--- src/rtl/levelized_event_bucket_queue_core_defines.svh ---
// ----------------------------------------------------------------------------
// levelized event bucket queue - assertion macros
// shared check macros, clocked on clk and disabled while rst_n is low
// ----------------------------------------------------------------------------
`ifndef LEVELIZED_EVENT_BUCKET_QUEUE_CORE_DEFINES_SVH
`define LEVELIZED_EVENT_BUCKET_QUEUE_CORE_DEFINES_SVH

// same-cycle implication
`define LEBQ_ASSERT_NOW(lbl, ante, cons, msg) \
  lbl: assert property (@(posedge clk) disable iff (!rst_n) (ante) |-> (cons)) else $error(msg);

// next-cycle implication, the consequent may carry a further delay
`define LEBQ_ASSERT_NEXT(lbl, ante, cons, msg) \
  lbl: assert property (@(posedge clk) disable iff (!rst_n) (ante) |=> cons) else $error(msg);

`endif

--- src/rtl/lebq_pkg.sv ---
// ----------------------------------------------------------------------------
// lebq_pkg
// types, op codes and defaults of the levelized event bucket queue
// ----------------------------------------------------------------------------
package lebq_pkg;

  localparam int LEVELS_DEF = 128;
  localparam int NODES_DEF  = 1024;

  // level finder groups the occupancy bitmap in slices of 1 << LVL_GRP_W levels
  localparam int LVL_GRP_W = 4;
  localparam int LVL_GRP   = 1 << LVL_GRP_W;

  localparam logic [1:0] OP_PUT = 2'd0;
  localparam logic [1:0] OP_GET = 2'd1;
  localparam logic [1:0] OP_CLR = 2'd2;

  typedef struct packed {
    logic [1:0] op;
    logic [9:0] node_id;
    logic [6:0] node_level;
  } req_t;

  typedef struct packed {
    logic [9:0] out_node;
    logic       got_node;
    logic       was_duplicate;
  } rsp_t;

endpackage

--- src/rtl/lebq_lvl_find.sv ---
// ----------------------------------------------------------------------------
// lebq_lvl_find
// two-step search for the lowest occupied level: group flags are registered
// on load, the next cycle picks the first group and the first level in it
// ----------------------------------------------------------------------------
module lebq_lvl_find #(
  parameter int LEVELS = lebq_pkg::LEVELS_DEF
) (
  input  logic                      clk,
  input  logic                      load,
  input  logic [LEVELS-1:0]         occ,
  output logic                      any,
  output logic [$clog2(LEVELS)-1:0] lvl
);
  import lebq_pkg::*;

  localparam int LVL_W  = $clog2(LEVELS);
  localparam int NGRP   = (LEVELS + LVL_GRP - 1) / LVL_GRP;
  localparam int GRP_W  = (NGRP > 1) ? $clog2(NGRP) : 1;
  localparam int NGRP_P = 1 << GRP_W;
  localparam int PAD_W  = NGRP_P * LVL_GRP;

  logic [PAD_W-1:0]         occ_pad;
  logic [NGRP_P-1:0]        grp_any;
  logic [NGRP_P-1:0]        grp_any_r;
  logic [GRP_W-1:0]         first_grp;
  logic [LVL_GRP-1:0]       grp_bits;
  logic [LVL_GRP_W-1:0]     first_bit;
  logic [GRP_W+LVL_GRP_W-1:0] found;

  assign occ_pad = {{(PAD_W-LEVELS){1'b0}}, occ};

  always_comb begin
    for (int g = 0; g < NGRP_P; g++) begin
      grp_any[g] = |occ_pad[g*LVL_GRP +: LVL_GRP];
    end
  end

  always_ff @(posedge clk) begin
    if (load) begin
      grp_any_r <= grp_any;
    end
  end

  // descending walk so the lowest set flag wins
  always_comb begin
    first_grp = '0;
    for (int g = NGRP_P-1; g >= 0; g--) begin
      if (grp_any_r[g]) begin
        first_grp = GRP_W'(g);
      end
    end
  end

  assign grp_bits = occ_pad[{first_grp, {LVL_GRP_W{1'b0}}} +: LVL_GRP];

  always_comb begin
    first_bit = '0;
    for (int b = LVL_GRP-1; b >= 0; b--) begin
      if (grp_bits[b]) begin
        first_bit = LVL_GRP_W'(b);
      end
    end
  end

  assign found = {first_grp, first_bit};
  assign any   = |grp_any_r;
  assign lvl   = LVL_W'(found);

endmodule

--- config.mk ---
export PLATFORM = sky130hd
export DESIGN_NAME = lebq_lvl_find
export DESIGN_NICKNAME = d
export VERILOG_FILES = /design/src/rtl/levelized_event_bucket_queue_core_defines.svh /design/src/rtl/lebq_pkg.sv /design/src/rtl/lebq_lvl_find.sv
export SDC_FILE = /design/constraint.sdc
export NUM_CORES = 1
export LEC_CHECK = 0
export BUFFER_PORTS_ARGS = -buffer_cell sky130_fd_sc_hd__buf_4
export CORE_ASPECT_RATIO = 1.1
export CORE_UTILIZATION = 40
export CTS_BUF_LIST = sky130_fd_sc_hd__clkbuf_4 sky130_fd_sc_hd__clkbuf_8 sky130_fd_sc_hd__clkbuf_16
export CTS_CLUSTER_DIAMETER = 40
export DETAILED_ROUTE_END_ITERATION = 8
export HOLD_SLACK_MARGIN = 0.02
export MAX_ROUTING_LAYER = met4
export PLACE_DENSITY = 0.87
export SLEW_MARGIN = 20
export SYNTH_ARGS = -nofsm -noshare
export SYNTH_HDL_FRONTEND = slang
export SYNTH_SLANG_ARGS = --single-unit
--- constraint.sdc ---
create_clock -name clk -period 6 [get_ports clk]
set_input_delay 1.2 -clock clk [delete_from_list [all_inputs] [get_ports clk]]
set_output_delay 1.2 -clock clk [all_outputs]
set_load 0.005 [all_outputs]
Word level (Yosys, flattened, before mapping) --
Index checks and enable logic that the tools add are counted.
Cells by class: muxes and demuxes 24, reductions and logical operators 9, shift-type cells 1
Operators with widths (number):
- 16-bit OR reduction | 8
- 128-bit by 8-bit variable part select with 16-bit output | 1
- 4-bit two-way mux | 16
- 3-bit two-way mux | 8
- 8-bit OR reduction | 1
Storage, ports and cells: input port bits 130, output and inout bits 8, register bits 8

Logic depth before layout (Yosys ltp) --
Gate-level depths: netlist of run 1.
depth after elaboration 25, mapped depth 12

Worst setup path after synthesis of run 1 --
Ideal clock, no wire load.
path kind register -> output, from reg grp_any_r[4], to out lvl[1], data required time 4.800 ns, cell stages (with the launch flop) 10, data arrival time 2.474 ns, path slack 2.326 ns, cells stage by stage edfxtp_1 > or4_4 > nand2_4 > inv_2 > buf_4 > mux2i_1 > mux4_1 > nor2b_1 > a211o_1 > a31oi_1
Between the ends: cells in the longest elaborated chain, start to end 22
RTL lines:
- start: declaration | line lebq_lvl_find.sv:25 | logic [NGRP_P-1:0] grp_any_r;
- start signal: assignment | line lebq_lvl_find.sv:41 | grp_any_r <= grp_any;
- 3-bit two-way mux (*) (5 in series) | line lebq_lvl_find.sv:49 | if (grp_any_r[g]) begin
- 128-bit by 8-bit variable part select with 16-bit output (*) | line lebq_lvl_find.sv:55 | assign grp_bits = occ_pad[{first_grp, {LVL_GRP_W{1'b0}}} +: LVL_GRP];
- 4-bit two-way mux (15 in series) | line lebq_lvl_find.sv:60 | if (grp_bits[b]) begin
- 4-bit two-way mux (*) | line lebq_lvl_find.sv:60
- end: declaration | line lebq_lvl_find.sv:13 | output logic [$clog2(LEVELS)-1:0] lvl
Every way passes the cells marked *; elsewhere a longest branch is shown, timed or not.

Worst setup path after layout of run 1 --
from reg grp_any_r[4], to out lvl[0]
Same word-level chain as after synthesis.

==> impl_summary.txt, run 1 <==
----------------------------------------------------
[Min path]
  End point of the worst hold path ... grp_any_r[5]$_DFFE_PP_
  Hold wc startpoint ... load
  Worst hold path type ... input pin to flop
  Worst hold path depth ... 1

[Critical path]
  Setup Crit Path Kind ... flop to output pin
  Maximum fanout along the worst path ... 58
  Data arrival time at the worst-slack endpoint ... about 4.2 ns
  Slowest cell on the critical path ... sky130_fd_sc_hd__clkinv_2
  Critical Path Sink Type ... output pin
  Crit path cell chain ... or4_4 > nand2_4 > clkinv_2 > a221oi_1 > a311o_1 > o21ai_0 > a21o_2 > a22o_1 > a31oi_1 > buf_4
  Critical Path RT ... 4.80 ns
  Longest individual stage delay on the worst path ... 0.84 ns
  Startpoint type of the worst setup path ... flop

[Power]
  Power per unit of standard cell area ... 109 nW/um^2
  LEAKAGE ... 1.30 nW
  Power Total ... 0.358 mW
  Maximum resistive drop on vdd ... around 0.064 mV

[Synth]
  Adder and majority cell fraction of the synthesized area ... 0%
  Avg Cell Area, Syn ... 8.32 sq um
  Syn Inst Count ... between 200 and 300
  Cell with the most instances after synthesis ... sky130_fd_sc_hd__nor4_1
  Most used flip-flop cell after synthesis ... sky130_fd_sc_hd__edfxtp_1
  Total number of yosys warnings ... 0
  Mapped Area ... 2200 sq um
  Biggest area consumer among synthesized cells ... sky130_fd_sc_hd__mux4_1
  Net count after synthesis ... slightly below 400
  Portion of netlist area occupied by mux cells ... 29.7%
  Post-synth cell types ... 58
  Share of the synthesized area in the top cell type ... 15.5%
  Post-Synth Simple-Gate Area ... 37.5%
  Synth area leaders ... sky130_fd_sc_hd__mux4_1 (16%), sky130_fd_sc_hd__edfxtp_1 (11%), sky130_fd_sc_hd__nor4_1 (11%)
  Commonest cells in the synthesized netlist ... sky130_fd_sc_hd__nor4_1 (38), sky130_fd_sc_hd__nand2_1 (29), sky130_fd_sc_hd__nor3_1 (26)
  Number of register bits inferred by synthesis ... 8
  Fraction of registers with async set/reset ... 0%
  Largest family of logic cells by synthesized area ... simple AND/OR/NAND/NOR gates
  Post-synth EDFFs ... 8
  Synth Area in Compound Gates ... 16.8%
  Sequential cell area fraction in the yosys report ... 10.9%
  Xor/xnor cell area share of the yosys netlist ... 0%

[Finish]
  Final #Nets ... between 500 and 600
  Fraction of final layout cells sized beyond drive strength 1 ... a little over 40%
  Final std cells w/o fill ... around 470
  Register with the most flip-flops ... grp_any_r
  Fillcell total ... 474
  Top flop regs ... grp_any_r (8)
  Relative area change from synthesis to final layout ... 49.6%
  Antenna cells ... 0
  Number of flip-flops under the largest register name ... 8

[Die]
  Floorplan core area ... 5130 sq um
  Die area ... 5790 sq um
  Num ports ... 138
  Width of the die ... 72.7 um
  Die boundary height ... 79.7 um
  Initial Util ... roughly 43%
  Rows ... 27

[Place]
  Total of buffers placed on input and output ports ... 137
  Gp weighted congestion ... 0.977
  Worst Setup Slack post-DPL ... 1.29 ns
  HPWL Detailed ... about 8.6 mm
  Post-Place Cells ... 463

[Detailed routing]
  Total DRC errors in the routed layout ... 0
  Via/cell ratio ... 6.72
  Starting DRT DRC Count ... 330
  Wirelength, routed ... around 10 mm
  Average wire length per cell after detail routing ... between 20 and 25 um
  Detail Route Antenna Nets ... 0
  Detailed Routing Iterations Pass 1 ... 5
  Routed via count ... 3,133

[STA]
  Relative slew slack ... 34.7%
  Number of endpoints failing setup at the final stage ... 0
  Post-layout minimum cycle time ... roughly 5.4 ns
  Max frequency ... about 190 MHz
  Max Slew Vio Count ... 0
  Worst slack on hold paths ... 1.26 ns
  Post-route clock period utilization ... 89.7%
  Number of hold violations in the final report ... 0
  Total negative slack for setup checks ... 0 ns
  Setup repair after global routing missed its margin ... no
  Slew of the pin with the lowest slew margin ... 0.979 ns
  Post-route setup slack ... 0.620 ns

[Run]
  Max_cap viols ... 0

[CTS]
  Clock Pin Slew Worst Setup and Hold Paths ... 0.04 ns
  Hold buffer count at cts ... 0
  Resized Gates After CTS ... 0
  Clock tree from TritonCTS ... done
  TritonCTS Sinks ... 8
  Setup Fix Bufs, Post-CTS ... 0
  Inserted Clock Buffers ... 3
  H-tree depth reported by CTS ... 1
  Library cell used as clock root buffer ... sky130_fd_sc_hd__clkbuf_8
  Clock buffer depth ... 2

[Global routing]
  Total gr overflow ... 0
  Total global-route track usage ... 36.1%
  Antenna violations before repair ... 0
  Maximum number of pins on one net before global-route repair ... slightly below 60
  Global-route wire length before repair ... 15.3 mm
  Via count of the first global-routing pass ... 2,940

[Outcome]
  Result of the run ... completed

----------------------------------------------------
==> power breakdown <==
group | switching, mW | total (mW) | internal, mW
logic | 0.106 | 0.221 | 0.115
registers | 0.00484 | 0.0694 | 0.0646
clock network | 0.0242 | 0.0680 | 0.0437
==> area by class of cell <==
cell class / instances / area (sq um) / share of cell area, %
Multi-Input combinational cell: 237 / 1840 / 56.1
Timing Repair Buffer: 137 / 1030 / 31.3
Sequential cell: 8 / 240 / 7.31
Tap cell: 72 / 90.1 / 2.74
Clock buffer: 3 / 41.3 / 1.26
Inverter: 9 / 42.5 / 1.29
==> worst max-delay path, delay by kind of cell, from the launching register on <==
kind / cells / cell delay [ns]
and+or+nand+nor: 2 / 0.88
AOI/OAI and AO/OA: 6 / 1.65
buffers and inverters: 2 / 0.97
DFF: 1 / 0.45
==> routing by layer <==
| metal | part of all wire [%] | up-vias | GRT usage [%] |
|---|---|---|---|
| li1 | - | 1370 | - |
| met1 | 39 | 1445 | 44.9 |
| met2 | 48 | 287 | 62.0 |
| met3 | 9.9 | 31 | 4.04 |
| met4 | 3.1 | 0 | 9.80 |
| met5 | 0 | - | - |
==> placed cells by master, fill, tap and decap left out, types with 2 or more instances in the layout <==
cell type,Yosys,final
sky130_fd_sc_hd__o311ai_0,4,4
sky130_fd_sc_hd__nor3_1,26,26
sky130_fd_sc_hd__and3_1,2,2
sky130_fd_sc_hd__a31oi_1,3,3
sky130_fd_sc_hd__nor2_1,8,8
sky130_fd_sc_hd__nand4_1,12,12
sky130_fd_sc_hd__nand2_1,29,29
sky130_fd_sc_hd__a221oi_1,2,2
sky130_fd_sc_hd__nor2b_1,7,7
sky130_fd_sc_hd__nor4_1,38,38
sky130_fd_sc_hd__o31ai_1,2,2
sky130_fd_sc_hd__buf_4,1,137
sky130_fd_sc_hd__o21ai_0,8,8
sky130_fd_sc_hd__o21a_1,2,2
sky130_fd_sc_hd__o211ai_1,4,4
sky130_fd_sc_hd__a21boi_0,2,2
sky130_fd_sc_hd__mux2i_1,22,22
sky130_fd_sc_hd__mux4_1,13,13
sky130_fd_sc_hd__inv_1,7,7
sky130_fd_sc_hd__clkbuf_8,0,3
sky130_fd_sc_hd__a32oi_1,2,2
sky130_fd_sc_hd__a21oi_1,6,6
sky130_fd_sc_hd__nand3_1,10,10
sky130_fd_sc_hd__mux2_2,6,6
sky130_fd_sc_hd__edfxtp_1,8,8
sky130_fd_sc_hd__nor3b_1,2,2
==> metrics by stage <==
step,instance area (sq um),util [%]
3_3_place_gp,3240,63.2
6_report,3290,64.0
3_5_place_dp,3240,63.2
2_1_floorplan,2200,-
4_1_cts,3290,64.0
5_1_grt,3290,64.0
==> worst max-delay path by stage <==
stage	endpoint	slack, ns	startpoint	depth (start not counted)
final	lvl[0]	0.62	grp_any_r[4]$_DFFE_PP_	10
after global routing	lvl[0]	0.46	grp_any_r[4]$_DFFE_PP_	10
after CTS	lvl[1]	1.03	grp_any_r[2]$_DFFE_PP_	9
after detailed placement	lvl[1]	1.29	grp_any_r[2]$_DFFE_PP_	9
after global placement	lvl[3]	1.39	grp_any_r[2]$_DFFE_PP_	9
after floorplan	lvl[1]	2.33	grp_any_r[4]$_DFFE_PP_	9
==> cells by family after synthesis <==
family | Yosys count
flip-flops | 8
buffers and inverters | 19
AO/OA/AOI/OAI | 49
AND/OR/NAND/NOR | 146
multiplexers | 42
No activity file was read; power rests on OpenSTA's default activity.
==> run 2: changes to the inputs <==
Settings changed: CORE_ASPECT_RATIO 1.1 to 1.2, REMOVE_ABC_BUFFERS set to 1.
==> run 2 against run 1 <==
Worst setup slack better by 0.11 ns. Combinational power about the same. Non-clock buffer count is the same. Critical path type unchanged. Critical endpoint unchanged.
==> impl_summary.txt, run 2 (same netlist as run 1, synthesis figures left out) <==
----------------------------------------------------
[Run]
  Max_cap viols ... 0

[Power]
  Maximum resistive drop on vdd ... 0.0547 mV
  Power per unit of standard cell area ... 108 nW/um^2
  Power Total ... between 0.3 and 0.4 mW
  LEAKAGE ... between 1 and 1.5 nW

[STA]
  Max Slew Vio Count ... 0
  Relative slew slack ... about 29%
  Post-route clock period utilization ... a little under 90%
  Number of endpoints failing setup at the final stage ... 0
  Worst slack on hold paths ... 1.26 ns
  Post-layout minimum cycle time ... 5.27 ns
  Slew of the pin with the lowest slew margin ... roughly 1.1 ns
  Total negative slack for setup checks ... 0 ns
  Max frequency ... 190 MHz
  Number of hold violations in the final report ... 0
  Setup repair after global routing missed its margin ... no

[Detailed routing]
  Via/cell ratio ... 6.67
  Top layer in use ... met4
  Detailed Routing Iterations Pass 1 ... 5
  Detail Route Antenna Nets ... 0
  M1 WL ... 3.62 mm
  Routed via count ... about 3,000
  Average wire length per cell after detail routing ... 21.9 um
  Wirelength, routed ... 9.97 mm
  Starting DRT DRC Count ... 300
  Wire length on met2 ... 4.83 mm
  Met3 layer wire length in the routed design ... 960 um
  Total DRC errors in the routed layout ... 0

[Critical path]
  Setup Crit Path Kind ... flop to output pin
  Longest individual stage delay on the worst path ... 0.82 ns
  Crit path cell chain ... or4_4 > nand2_4 > clkinv_2 > a221oi_1 > a311o_1 > o21ai_0 > a21o_2 > a22o_1 > a31oi_1 > buf_4
  Data arrival time at the worst-slack endpoint ... about 4 ns
  Critical Path Sink Type ... output pin
  Critical Path RT ... 4.80 ns
  Slowest cell on the critical path ... sky130_fd_sc_hd__clkinv_2
  Maximum fanout along the worst path ... 58
  Startpoint type of the worst setup path ... flop

[Place]
  Total placed instance area ... between 3000 and 4000 sq um
  Total of buffers placed on input and output ports ... 137
  Post-Place Cells ... 453
  Gp weighted congestion ... 1.01
  HPWL Detailed ... 8.22 mm

[Die]
  Die boundary height ... 83.2 um
  Die area ... 5790 sq um
  Rows ... 29
  Width of the die ... 69.7 um
  Initial Util ... roughly 41%
  Num ports ... 138
  Floorplan core area ... 5300 sq um

[CTS]
  Hold buffer count at cts ... 0
  Setup Fix Bufs, Post-CTS ... 0
  Resized Gates After CTS ... 0
  Clock tree from TritonCTS ... done
  Clock Pin Slew Worst Setup and Hold Paths ... 0.04 ns
  H-tree depth reported by CTS ... 1
  Clock buffer depth ... 2
  Inserted Clock Buffers ... 3
  TritonCTS Sinks ... 8
  Library cell used as clock root buffer ... sky130_fd_sc_hd__clkbuf_8

[Global routing]
  Via count of the first global-routing pass ... about 3,000
  Maximum number of pins on one net before global-route repair ... about 60
  Antenna violations before repair ... 0
  Total gr overflow ... 0
  Global-route wire length before repair ... about 15 mm
  Total global-route track usage ... 35.0%

[Finish]
  Register with the most flip-flops ... grp_any_r
  Number of flip-flops under the largest register name ... 8
  Relative area change from synthesis to final layout ... 49.0%
  Leading cell types in the layout, fill and taps excluded ... sky130_fd_sc_hd__buf_4 (137), sky130_fd_sc_hd__nor4_1 (38), sky130_fd_sc_hd__nand2_1 (29), sky130_fd_sc_hd__nor3_1 (26), sky130_fd_sc_hd__mux2i_1 (22)
  Antenna cells ... 0
  Top flop regs ... grp_any_r (8)
  Most common cell after layout, fill and taps aside ... sky130_fd_sc_hd__buf_4
  Final std cells w/o fill ... 456
  Post-route cell area ... 3270 sq um
  Fraction of final layout cells sized beyond drive strength 1 ... around 40%
  Final #Nets ... 526

[Min path]
  Worst hold path type ... input pin to flop
  Worst hold path depth ... 1

[Outcome]
  Result of the run ... completed

----------------------------------------------------
run 2: cell counts in the layout (fill, tap and decap cells not counted):
Identical to the previous run, type by type.
run 2: area by class of cell:
class                   count  area, sq um
fillers                   493         2020
multi-input cells         237         1840
repair buffers            137         1030
flip-flops and latches      8          240
well taps                  62         77.6
inverters                   9         42.5
clock buffers               3         41.3
run 2: stage by stage:
| step | worst slack (ns) | util (%) |
|---|---|---|
| 2_1_floorplan | 1.88 | - |
| 3_3_place_gp | 1.41 | 61.0 |
| 3_5_place_dp | 1.34 | 61.0 |
| 4_1_cts | 1.08 | 61.8 |
| 5_1_grt | 0.478 | 61.8 |
| 6_report | 0.732 | 61.8 |
run 2: critical path, delay by kind of cell, from the launching register on:
| family | cells | cell delay, ns |
|---|---|---|
| flip-flops | 1 | 0.42 |
| AO/OA/AOI/OAI | 6 | 1.58 |
| AND/OR/NAND/NOR | 2 | 0.86 |
| buffers and inverters | 2 | 0.96 |
run 2: per-layer routing:
metal,global-route usage [%],vias up
met1,40.2,1367
met2,57.5,246
met4,19.5,0
li1,-,1373
met3,5.95,56
met5,-,-
run 2: worst paths after layout:
check,start,endpoint
setup / recovery,grp_any_r[4]$_DFFE_PP_,lvl[0]
hold / removal,load,grp_any_r[5]$_DFFE_PP_
run 2: power by group:
part | internal [mW] | switching, mW
logic | 0.115 | 0.104
clock network | 0.0437 | 0.0236
registers | 0.0646 | 0.00437
total | 0.223 | 0.132
==> run 3: changes to the inputs <==
Settings changed: CELL_PAD_IN_SITES_DETAIL_PLACEMENT set to 1, CELL_PAD_IN_SITES_GLOBAL_PLACEMENT set to 1, CORE_UTILIZATION 40 to 33, PLACE_DENSITY 0.87 to 0.95.
==> run 3 against run 2 <==
Critical endpoint is now lvl[1]. Final cell count grew 5.0%. Non-clock buffer count is the same. Largest cell class unchanged. Clock power is essentially flat. Critical path type unchanged. Worst setup slack lost 0.12 ns. Maximum frequency shrank 2.3%. Sequential share of layout area shrank 0.064 points. Final area grew 0.88%. Worst hold slack lost 0.0087 ns.
==> impl_summary.txt, run 3 (same netlist as run 1, synthesis figures left out) <==
----------------------------------------------------
[Detailed routing]
  Met3 layer wire length in the routed design ... 844 um
  Detailed Routing Iterations Pass 1 ... 5
  Detail Route Antenna Nets ... 0
  Wirelength, routed ... about 11 mm
  Average wire length per cell after detail routing ... about 24 um
  Total DRC errors in the routed layout ... 0
  Via/cell ratio ... between 6 and 7
  M1 WL ... 4.12 mm
  Routed via count ... 3,191
  Top layer in use ... met4
  Wire length on met2 ... 5.70 mm
  Starting DRT DRC Count ... approximately 290

[CTS]
  Setup Fix Bufs, Post-CTS ... 0
  Clock buffer depth ... 2
  TritonCTS Sinks ... 8
  Hold buffer count at cts ... 0
  Resized Gates After CTS ... 0
  Clock Pin Slew Worst Setup and Hold Paths ... around 0.04 ns
  Library cell used as clock root buffer ... sky130_fd_sc_hd__clkbuf_8
  Clock tree from TritonCTS ... done
  H-tree depth reported by CTS ... 1
  Inserted Clock Buffers ... 3

[STA]
  Number of endpoints failing setup at the final stage ... 0
  Setup repair after global routing missed its margin ... no
  Slew of the pin with the lowest slew margin ... 0.986 ns
  Worst slack on hold paths ... between 1 and 1.5 ns
  Post-route setup slack ... between 0.6 and 0.7 ns
  Relative slew slack ... about a third
  Number of hold violations in the final report ... 0
  Post-route clock period utilization ... about nine tenths
  Max Slew Vio Count ... 0
  Post-layout minimum cycle time ... between 5 and 6 ns
  Total negative slack for setup checks ... 0 ns
  Max frequency ... 185 MHz

[Run]
  Max_cap viols ... 0

[Critical path]
  Most prevalent standard cell on the critical path ... sky130_fd_sc_hd__nor4_1
  Setup Crit Path Kind ... flop to output pin
  Critical Path RT ... 4.80 ns
  Buffering stage count on the worst path with inverters included ... 2
  Startpoint type of the worst setup path ... flop
  Critical Path Sink Type ... output pin
  Slowest cell on the critical path ... sky130_fd_sc_hd__clkinv_2
  Longest individual stage delay on the worst path ... 0.84 ns
  Family of cells with the greatest summed delay on the critical path ... simple AND/OR/NAND/NOR gates
  Maximum fanout along the worst path ... 58
  Data arrival time at the worst-slack endpoint ... 4.19 ns
  Crit path cell chain ... or4_4 > nand2_4 > clkinv_2 > nor3_1 > nor4_1 > nor4_1 > nor2_1 > a2bb2oi_1 > a31oi_1 > buf_4

[Place]
  Gp weighted congestion ... approximately 0.99
  Worst Setup Slack post-DPL ... 1.24 ns
  HPWL Detailed ... 9.34 mm
  Total of buffers placed on input and output ports ... 137

[Finish]
  Number of flip-flops under the largest register name ... 8
  Register with the most flip-flops ... grp_any_r
  Antenna cells ... 0
  Fraction of final layout cells sized beyond drive strength 1 ... 40.4%
  Most common cell after layout, fill and taps aside ... sky130_fd_sc_hd__buf_4
  Final core utilization ... 51.2%
  Relative area change from synthesis to final layout ... 50.3%
  Leading cell types in the layout, fill and taps excluded ... sky130_fd_sc_hd__buf_4 (137), sky130_fd_sc_hd__nor4_1 (38), sky130_fd_sc_hd__nand2_1 (29), sky130_fd_sc_hd__nor3_1 (26), sky130_fd_sc_hd__mux2i_1 (22)
  Top flop regs ... grp_any_r (8)
  Final #Nets ... 526

[Die]
  Num ports ... between 100 and 150
  Floorplan core area ... about 6400 sq um
  Initial Util ... 34.1%
  Die area ... 6990 sq um
  Rows ... 32
  Die boundary height ... 91.4 um
  Width of the die ... 76.5 um

[Power]
  Switching Fraction ... 38.4%
  Part of the power in registers ... 19.2%
  Internal cell power ... 0.223 mW
  Maximum resistive drop on vdd ... between 0.05 and 0.06 mV
  Clock network power share ... 18.6%
  Net switching power ... 0.139 mW
  Power per unit of standard cell area ... ~110 nW/um^2
  LEAKAGE ... 1.30 nW
  Combinational Power Share ... 62.2%

[Global routing]
  Total gr overflow ... 0
  Global-route wire length before repair ... roughly 17 mm
  Via count of the first global-routing pass ... 3,240
  Total global-route track usage ... 33.1%
  Antenna violations before repair ... 0
  Maximum number of pins on one net before global-route repair ... 59

[Min path]
  Worst hold path type ... input pin to flop

[Outcome]
  Result of the run ... completed

----------------------------------------------------
run 3: cell counts in the layout (fill, tap and decap cells not counted):
No cell type changed its count.
run 3: final cells by class:
class | count | area, sq um
Inverter | 9 | 42.5
Fill cell | 792 | 3140
Tap cell | 85 | 106
Sequential cell | 8 | 240
Clock buffer | 3 | 41.3
Multi-Input combinational cell | 237 | 1840
Timing Repair Buffer | 137 | 1030
run 3: power groups by stage:
stage                     clock network, mW  registers [mW]  logic (mW)
after floorplan                           0          0.0686      0.0946
after global placement                    0          0.0694       0.211
after global routing                 0.0701          0.0698       0.237
after CTS                            0.0671          0.0693       0.220
final                                0.0673          0.0696       0.225
after detailed placement                  0          0.0700       0.218
run 3: stage by stage:
step	cells	instance area, sq um	power [mW]
after floorplan	254	2130	0.163
after CTS	479	3300	0.356
after global placement	476	3260	0.281
after global routing	479	3300	0.377
final	479	3300	0.362
after detailed placement	476	3260	0.288
run 3: layer usage:
metal / global-route usage [%] / vias to the layer above
met4: 16.2 / 0
met1: 36.4 / 1531
met3: 5.73 / 60
met5: - / -
met2: 57.6 / 230
li1: - / 1370
run 3: path summary, 6_finish.rpt:
check / depth (start not counted) / endpoint / slack (ns) / from
max: 10 / lvl[1] / 0.61 / grp_any_r[4]$_DFFE_PP_
min: 1 / grp_any_r[5]$_DFFE_PP_ / 1.25 / load
